===== src/design/pprj_pkg.sv =====
package pprj_pkg;

   localparam int FRAC_BITS = 16;
   localparam int SH_UP = (FRAC_BITS >= 14) ? FRAC_BITS - 14 : 0;
   localparam int SH_DN = (FRAC_BITS < 14) ? 14 - FRAC_BITS : 0;
   localparam logic signed [63:0] HALF_DN = (FRAC_BITS < 14) ? 64'sd1 <<< (SH_DN - 1) : 64'sd0;

   localparam int NUM_REGS = 8;
   localparam int IDX_W = 3;

   localparam logic [IDX_W-1:0] REG_ROT_I0 = 3'd0;
   localparam logic [IDX_W-1:0] REG_ROT_I1 = 3'd1;
   localparam logic [IDX_W-1:0] REG_ROT_I2 = 3'd2;
   localparam logic [IDX_W-1:0] REG_ROT_J0 = 3'd3;
   localparam logic [IDX_W-1:0] REG_ROT_J1 = 3'd4;
   localparam logic [IDX_W-1:0] REG_ROT_J2 = 3'd5;
   localparam logic [IDX_W-1:0] REG_DT_XY  = 3'd6;
   localparam logic [IDX_W-1:0] REG_DT_Z   = 3'd7;

   localparam logic [47:0] ROW0_RST = 48'd16384;
   localparam logic [47:0] ROW1_RST = 48'd1073741824;
   localparam logic [47:0] ROW2_RST = 48'd70368744177664;

   localparam int WN_W = 20;
   localparam int WP_W = 36;
   localparam int V_W  = 38;
   localparam int AN_W = 24;
   localparam int AV_W = 42;
   localparam int JS_W = 61;

   localparam int REQ_DATA_W = 240;
   localparam int RSP_DATA_W = 224;

   typedef struct packed {
      logic [2:0][47:0] rot_i;
      logic [2:0][47:0] rot_j;
      logic [63:0]      dt_xy;
      logic [31:0]      dt_z;
   } cfg_type;

   typedef struct packed {
      logic               batch_end;
      logic [REQ_DATA_W-1:0] data;
   } item_type;

   // floor((x + 2^13) / 2^14)
   function automatic logic signed [63:0] rnd14(input logic signed [63:0] x);
      return (x + 64'sd8192) >>> 14;
   endfunction

   function automatic logic [31:0] sat32(input logic signed [63:0] x);
      logic [31:0] r;
      if (x > 64'sd2147483647) r = 32'h7fff_ffff;
      else if (x < -64'sd2147483648) r = 32'h8000_0000;
      else r = x[31:0];
      return r;
   endfunction

   function automatic logic signed [63:0] q14_to_frac(input logic signed [63:0] x);
      logic signed [63:0] r;
      if (FRAC_BITS >= 14) r = x <<< SH_UP;
      else r = (x + HALF_DN) >>> SH_DN;
      return r;
   endfunction

endpackage


===== src/design/pprj_front.sv =====
module pprj_front import pprj_pkg::*; (
   input  logic            clock,
   input  logic            reset,
   input  logic            in_valid,
   output logic            in_ready,
   input  item_type        in_item,
   output logic            out_valid,
   input  logic            out_pop,
   output item_type        out_item
);

   item_type   mem_ff [2];
   logic       wr_ptr_ff, wr_ptr_in;
   logic       rd_ptr_ff, rd_ptr_in;
   logic [1:0] count_ff, count_in;
   logic       push, pop;

   assign in_ready  = (count_ff != 2'd2);
   assign out_valid = (count_ff != 2'd0);
   assign out_item  = mem_ff[rd_ptr_ff];
   assign push      = in_valid && in_ready;
   assign pop       = out_pop && out_valid;

   always_comb begin
      wr_ptr_in = push ? ~wr_ptr_ff : wr_ptr_ff;
      rd_ptr_in = pop ? ~rd_ptr_ff : rd_ptr_ff;
      count_in  = count_ff + 2'(push) - 2'(pop);
   end

   always_ff @(posedge clock) begin
      if (reset) begin
         wr_ptr_ff <= 1'b0;
         rd_ptr_ff <= 1'b0;
         count_ff  <= 2'd0;
      end else begin
         wr_ptr_ff <= wr_ptr_in;
         rd_ptr_ff <= rd_ptr_in;
         count_ff  <= count_in;
      end
   end

   always_ff @(posedge clock) begin
      if (push) mem_ff[wr_ptr_ff] <= in_item;
   end

endmodule


===== config.mk =====
export PLATFORM = sky130hd
export DESIGN_NAME = pprj_front
export DESIGN_NICKNAME = d
export VERILOG_FILES = /design/src/design/pprj_pkg.sv /design/src/design/pprj_front.sv
export SDC_FILE = /design/constraint.sdc
export NUM_CORES = 1
export LEC_CHECK = 0
export ABC_CLOCK_PERIOD_IN_PS = 12400
export BUFFER_PORTS_ARGS = -buffer_cell sky130_fd_sc_hd__buf_2
export CAP_MARGIN = 20
export CORE_MARGIN = 2
export CORE_UTILIZATION = 31
export CTS_CLUSTER_SIZE = 28
export DETAILED_ROUTE_END_ITERATION = 8
export GPL_TIMING_DRIVEN = 0
export HOLD_SLACK_MARGIN = 0.1
export PLACE_DENSITY = 0.56
export SLEW_MARGIN = 20
export SYNTH_ARGS = -nofsm -noshare
export SYNTH_HDL_FRONTEND = slang
export SYNTH_SLANG_ARGS = --single-unit

===== constraint.sdc =====
create_clock -name clock -period 12.4 [get_ports clock]
set_clock_uncertainty 0.1 [all_clocks]
set_input_delay 1.24 -clock clock [delete_from_list [all_inputs] [get_ports clock]]
set_output_delay 1.24 -clock clock [all_outputs]
set_load 0.02 [all_outputs]

==> metrics, run 1 <==
outcome finished, final reports clean; clk root buf clkbuf_16; Post-DP HPWL 28800 um; Worst-Skew Late Latency 570 ps; Yosys reg bits 487; Layout area overhead 29.6%; max-slew violations 0; Slowest-stage cell, CP mux2_4; CP startpoint kind register; Synth Area in Adders 0.00136; GR Util All Layers 0.124; initial drt markers ~400; worst-margin pin slew approximately 530 ps; setup tns final 0 ps; Routability Congestion a little over 0.7; Synth Area in XOR/XNOR 0.00143; Avg WL per Cell approximately 19 um; crit path DAT slightly above 2000 ps; family with the most delay on the worst path buffers and inverters; first-pass GRT wire length around 57000 um; dpl cell area approximately 0.022 mm^2; nets between 1500 and 2000; # port buffers 487; Slew headroom 0.648; Max Fclk between 200 and 300 MHz; # rows 89; Util after Layout 0.405; Design Area, Final about 0.024 mm^2; total number of vias ~9100; htree depth 2; pin count of the biggest net entering global routing between 50 and 60; drt via density ~4.3; CTS max path bufs 3; layout cells sized above 1 0.615; DIE HEIGHT 248 um; minimum clock period roughly 3400 ps; Power Density 212 mW/mm^2; CTS Buf Count 52; TritonRoute pass-1 iters 4; commonest non-fill, non-tap cell in the layout buf_2; # clock sinks ~500; Synth Area in Compound Gates 0.000408; RSZ-0062 raised after global routing false; Core ar. about 0.059 mm^2; Synth Area in Simple Gates 0.00292; WL final 40200 um; CTS Hold Bufs 0; setup violators final 0; CTS tree done; Worst path max stage delay ~370 ps; Net Count, Synth 1021; number of global-route vias before repair around 9500; Final Hold Vio Count 0; type of the tightest min-delay check reg2reg; Initial Utilization 0.312; num ports about 490; mux cell area share after synthesis 0.187; Leak a little over 9 nW; Die ar. ~0.061 mm^2; register area between 0.01 and 0.015 mm^2; Hold Startpoint rd_ptr_ff; crit end category output port; largest family of logic cells by synthesized area multiplexers; Syn Std Cell Area ~0.018 mm^2; number of setup buffers added after CTS 0; total grt overflow 0; die width 248 um; CP max FO 10; synth unique cells 18; fillers approximately 5400; Worst EP required around 11000 ps; most used cell, CP buf_6; hold slack around 420 ps; Cells after Synth just under 800; Syn Area/Cell between 20 and 25 um^2; Worst-path clk slew 60 ps; Seq/Total Area, Yosys 0.792; DRC viols 0; CP Cell Sequence buf_6 -> buf_8 -> buf_6 -> mux2_4 -> buf_2; initial antenna violation count 10; post-route clock period utilization 0.272; post-route ant nets 0; total number of yosys warnings 0; post-CTS sizing 0; commonest non-fill, non-tap cells in the layout buf_2, edfxtp_1, mux2_4; area of the multi-input gates about 0.0036 mm^2; max-cap violations 0; peak supply drop between 0.0001 and 0.00015 V; Reg-to-Reg Start count_ff[0]; Setup CP Type reg2out; Buf/Inv on CP 4
-- power breakdown --
part	switching [mW]	internal [mW]	leakage [nW]
registers	0.0464	2.06	4.55
clock network	0.604	0.865	0.779
logic	0.830	0.656	3.87
total	1.48	3.59	9.19
-- worst paths after layout --
path / end / slack (ps) / depth (start not counted)
max: out_item[148] / 9030 / 5
min: rd_ptr_ff / 420 / 2
max reg2reg: mem_ff[0][130] / 10100 / 7
min reg2reg: rd_ptr_ff / 420 / 2
-- state kept, by name, summed over array words and instances, names as in the netlist, named ones only --
register	count
mem_ff	482
count_ff	2
rd_ptr_ff	1
wr_ptr_ff	1
-- through the flow --
step           total power [mW]  setup slack [ps]  instances
2_1_floorplan              3.22               138        774
3_3_place_gp               3.73             -6820       2034
3_5_place_dp               3.67              9290       2051
4_1_cts                    5.16              8920       2144
5_1_grt                    5.29              8920       2144
6_report                   5.07              9030       2146
-- metal layers --
layer  GRT usage  vias up  share of wire
li1            -     4225              -
met2       0.212      317           0.49
met3      0.0553       68           0.10
met1       0.140     4508           0.38
met4      0.0359       14          0.020
met5           0        -         0.0025
-- cell families (layout without fill, tap and decap cells) --
| kind of cell | Yosys count | count (layout) |
|---|---|---|
| DFF | 487 | 487 |
| muxes | 242 | 242 |
| buffers and inverters | 28 | 625 |
| and+or+nand+nor | 11 | 11 |
| xor gates and xnor gates | 3 | 3 |
| adders and majority gates | 2 | 2 |
| AOI/OAI and AO/OA | 1 | 1 |
| other | 0 | 2 |
-- cell type report --
type / instances / area share
multi-input cells: 259 / 0.149
well taps: 773 / 0.0406
clock buffers: 71 / 0.0585
flip-flops and latches: 487 / 0.611
repair buffers: 504 / 0.120
plain buffers: 27 / 0.0116
inverters: 1 / 0.000157
diodes: 2 / 0.000210
clock inverters: 22 / 0.00881
-- cells in the mapped netlist --
cell type  count  area [um^2]
mux2_4       190         2850
nor2_1         5         18.8
mux2_2        52          586
dfxtp_1        5          100
buf_8          1         15.0
inv_1          1         3.75
or2_2          1         6.26
o21a_1         1         7.51
edfxtp_1     482        14500
buf_2          5         25.0
nand2_1        1         3.75
ha_1           2         25.0
xnor2_1        2         17.5
buf_6         21          236
and3_1         1         6.26
nand2b_1       1         6.26
nor2b_1        2         12.5
xor2_1         1         8.76
-- worst reg2reg max path, delay by kind of cell (launching register included) --
family / cells / cell delay (ps)
buffers and inverters: 4 / 870
and+or+nand+nor: 3 / 640
DFF: 1 / 360
(Power assumes the default switching activity.)
==> inputs of run 2 (changes only) <==
ABC_CLOCK_PERIOD_IN_PS = 3300   (was 12400)
PLACE_DENSITY = 0.54   (was 0.56)
clock period = 3.3 ns   (was 12.4 ns; I/O delays follow)
==> metrics, run 2 (synthesis gave the netlist of run 1 again) <==
Worst-Skew Late Latency 580 ps; Setup CP Type reg2out; WL final 42800 um; CTS tree done; Power Density approximately 740 mW/mm^2; CP startpoint kind register; outcome finished, final reports clean; Post-DP HPWL 29400 um; number of setup buffers added after CTS 0; commonest non-fill, non-tap cell in the layout buf_2; max-cap violations 0; Design Area, Final roughly 0.026 mm^2; dpl cell area approximately 0.022 mm^2; Comb power frac 0.300; post-route ant nets 0; # rows 89; first-pass GRT wire length between 60000 and 70000 um; Reg-to-Reg End mem_ff[0][119]; commonest non-fill, non-tap cells in the layout buf_2, edfxtp_1, dlygate4sd3_1; Pint 13.8 mW; Worst-path clk slew 60 ps; DRC viols 0; Leak 10.3 nW; Reg-to-Reg Start count_ff[0]; drt via density between 4 and 5; # port buffers 487; setup violators final 0; htree depth 2; Final Hold Vio Count 0; layout cells sized above 1 0.526; top flop regs mem_ff x482, count_ff x2; DIE HEIGHT ~250 um; Initial Utilization 0.312; Max Fclk approximately 410 MHz; num ports around 490; Clk network pwr share 0.294; CTS Hold Bufs 244; Core ar. 0.0589 mm^2; area of the multi-input gates ~0.0036 mm^2; Routability Congestion 0.739; Largest register FFs between 400 and 500; Worst EP required roughly 2900 ps; clk root buf clkbuf_16; post-route clock period utilization 0.747; crit path DAT 2040 ps; number of global-route vias before repair 11000; CTS Buf Count 53; CP max FO 10; Seq pwr share 0.406; minimum clock period 2470 ps; Layout area overhead 43.4%; Hold Startpoint in_item[39]; Die ar. 0.0613 mm^2; sw frac 0.292; R2R cell count 9; nets ~1800; TritonRoute pass-1 iters 4; post-CTS sizing 0; # clock sinks roughly 500; initial drt markers between 200 and 300; worst-margin pin slew ~440 ps; die width about 250 um; CTS max path bufs 3; max-slew violations 0; total grt overflow 0; total number of vias slightly above 10000; GR Util All Layers 0.135; Slew headroom 0.709; initial antenna violation count 5; sw power around 5.7 mW; fillers roughly 5200; type of the tightest min-delay check in2reg; Hold Path End mem_ff[0][39]; Top reg by flops mem_ff; pin count of the biggest net entering global routing 49; Util after Layout 0.448; R2R Setup Slk 930 ps; crit end category output port; peak supply drop 0.000463 V; register area roughly 0.015 mm^2; Avg WL per Cell between 15 and 20 um; RSZ-0062 raised after global routing false; hold path cells 2
run 2: cell count changes in the layout (fill, tap and decap cells not counted), sizes merged:
cell / previous run / this run
inv: 1 / 3
clkbuf: 71 / 65
dlygate4sd3: 0 / 244
clkinv: 17 / 23
clkinvlp: 1 / 0
bufinv: 4 / 5
run 2: routing by layer:
metal / track usage / vias up / wire length [um]
li1: - / 4707 / -
met1: 0.148 / 4934 / 16300
met2: 0.241 / 344 / 21700
met3: 0.0516 / 72 / 3830
met4: 0.0414 / 6 / 926
met5: 0 / - / 34
run 2: power groups by stage:
stage	Sequential, mW	Combinational [mW]	Clock (mW)
after global routing	8.01	6.24	6.19
after detailed placement	8.07	5.72	0
after global placement	8.24	5.46	0
after CTS	7.95	5.98	5.94
after floorplan	8.13	3.76	0
final	7.94	5.85	5.74
run 2: cell type report:
type | count | area share
tap | 773 | 0.0367
buffer | 27 | 0.0105
antenna | 2 | 0.000190
sequential | 487 | 0.552
clock buffer | 65 | 0.0536
inverter | 1 | 0.000142
clock inverter | 30 | 0.0105
multi-input combinational | 259 | 0.136
timing repair buffer | 748 | 0.200
run 2: per-stage QoR:
stage | setup TNS [ps] | instances | worst slack (ps) | hold WS [ps] | power, mW
6_report | 0 | 2392 | 833 | 363 | 19.5
5_1_grt | 0 | 2392 | 718 | 338 | 20.4
4_1_cts | 0 | 2390 | 728 | 310 | 19.9
3_5_place_dp | 0 | 2051 | 928 | 411 | 13.8
3_3_place_gp | -1475970 | 2034 | -3640 | 397 | 13.7
2_1_floorplan | -496610 | 774 | -1350 | 294 | 11.9
run 2: worst max path at each step:
stage,start,end
finish,register,out_item[168]
global route,register,out_item[168]
CTS,register,out_item[168]
detailed placement,count_ff[0],mem_ff[0][54]
global placement,count_ff[0],mem_ff[0][54]
floorplan,count_ff[0],mem_ff[0][0]
run 2: worst max-delay path: stages (launching register included):
cell,delay [ps]
dfxtp_1,320
buf_6,140
buf_6,210
buf_6,250
mux2_4,350
buf_2,170
==> inputs of run 3 (changes only) <==
ABC_CLOCK_PERIOD_IN_PS = 2500   (was 3300)
clock period = 2.5 ns   (was 3.3 ns; I/O delays follow)
==> metrics, run 3 (synthesis gave the netlist of run 1 again) <==
outcome finished, final reports clean; CP Depth 5; Final Hold Vio Count 0; Worst-path clk slew roughly 60 ps; initial antenna violation count 3; Worst EP required 2150 ps; layout cells sized above 1 0.524; most used cell, CP buf_6; drt via density 4.22; total grt overflow 0; htree depth 2; # rows roughly 90; setup violators final 0; Design Area, Final about 0.026 mm^2; Buf/Inv on CP 4; wire length on met3 just over 4000 um; nets ~1800; post-route clock period utilization 0.945; Worst-Skew Late Latency just under 600 ps; GR Util All Layers 0.134; Setup CP Type reg2out; wl on met1 ~16000 um; Util after Layout 0.447; CP Cell Sequence buf_6 -> buf_6 -> buf_6 -> mux2_4 -> buf_2; CTS Buf Count 52; max-cap violations 0; CTS tree done; top routing layer in use met5; total power about 25 mW; die width approximately 250 um; Routability Congestion around 0.73; WL final 42700 um; TritonRoute pass-1 iters 4; Worst path max stage delay between 300 and 400 ps; initial drt markers between 300 and 400; Initial Utilization 0.312; Max Fclk around 420 MHz; first-pass GRT wire length between 60000 and 70000 um; CTS max path bufs 3; dpl cell area 0.0223 mm^2; Core ar. between 0.05 and 0.06 mm^2; Power Density about 970 mW/mm^2; Placed Cells incl. Taps a little over 2000; Layout area overhead 43.0%; Die ar. approximately 0.061 mm^2; hold path cells 2; ant diodes 0; commonest non-fill, non-tap cell in the layout buf_2; Largest register FFs 482; family with the most delay on the worst path buffers and inverters; DIE HEIGHT 248 um; worst-margin pin slew approximately 490 ps; Top reg by flops mem_ff; post-route ant nets 0; Slew headroom 0.670; R2R cell count 9; Met2 Wirelength between 20000 and 25000 um; peak supply drop ~0.00067 V; CP max FO 10; total number of vias between 10000 and 15000; type of the tightest min-delay check in2reg; DRC viols 0; pin count of the biggest net entering global routing 47; num ports 488; number of global-route vias before repair around 11000; minimum clock period between 2000 and 2500 ps; # clock sinks 487; Slowest-stage cell, CP mux2_4; Leak 10.2 nW; max-slew violations 0; commonest non-fill, non-tap cells in the layout buf_2, edfxtp_1, dlygate4sd3_1; top flop regs mem_ff x482, count_ff x2; # port buffers about 500; crit path DAT about 2000 ps; Post-DP HPWL 29400 um; Final Non-Filler Cells about 2400; clk root buf clkbuf_16; Avg WL per Cell 17.9 um; CP startpoint kind register; RSZ-0062 raised after global routing false; crit end category output port; hold slack about 290 ps
[run 3: cell types whose count changed in the layout (fill, tap and decap cells not counted), sizes merged]
cell / delta
clkinvlp: +1
dlygate4sd3: +1
diode: -2
buf: +2
bufinv: -2
clkbuf: +1
clkinv: -1
[run 3: report_power, final]
part	switching (mW)	internal [mW]
logic	4.24	3.54
registers	0.237	10.2
clock network	3.06	4.18
[run 3: metrics by stage]
| stage | TNS [ps] | worst slack, ps |
|---|---|---|
| 2_1_floorplan | -882210 | -2150 |
| 3_3_place_gp | -1856690 | -4430 |
| 3_5_place_dp | -3610 | -197 |
| 4_1_cts | 0 | 22.0 |
| 5_1_grt | 0 | 14.6 |
| 6_report | 0 | 137 |
[run 3: cell type report]
class                      count  area [um^2]
fill                        5194        32600
sequential                   487        14600
timing repair buffer         751         5330
multi-input combinational    259         3580
clock buffer                  66         1380
tap                          773          967
buffer                        27          280
clock inverter                28          215
inverter                       1         3.75
[run 3: timing repair]
item                                    4_1_cts  5_1_grt
buffers inserted                              2        0
endpoints found under the setup margin       36        0
gates resized for setup                       1        0
hold endpoints to repair                    487        0
hold buffers                                245        0
[run 3: routing by layer]
metal,global-route usage,up-vias
li1,-,4711
met1,0.147,4941
met2,0.236,359
met3,0.0556,72
met4,0.0416,6
met5,0,-
[run 3: worst paths after layout]
| path | end | slack, ps | startpoint |
|---|---|---|---|
| max | out_item[233] | 140 | register |
| min reg2reg | register | 440 | rd_ptr_ff |
| min | mem_ff[0][14] | 290 | in_item[14] |
| max reg2reg | mem_ff[0][118] | 260 | count_ff[0] |
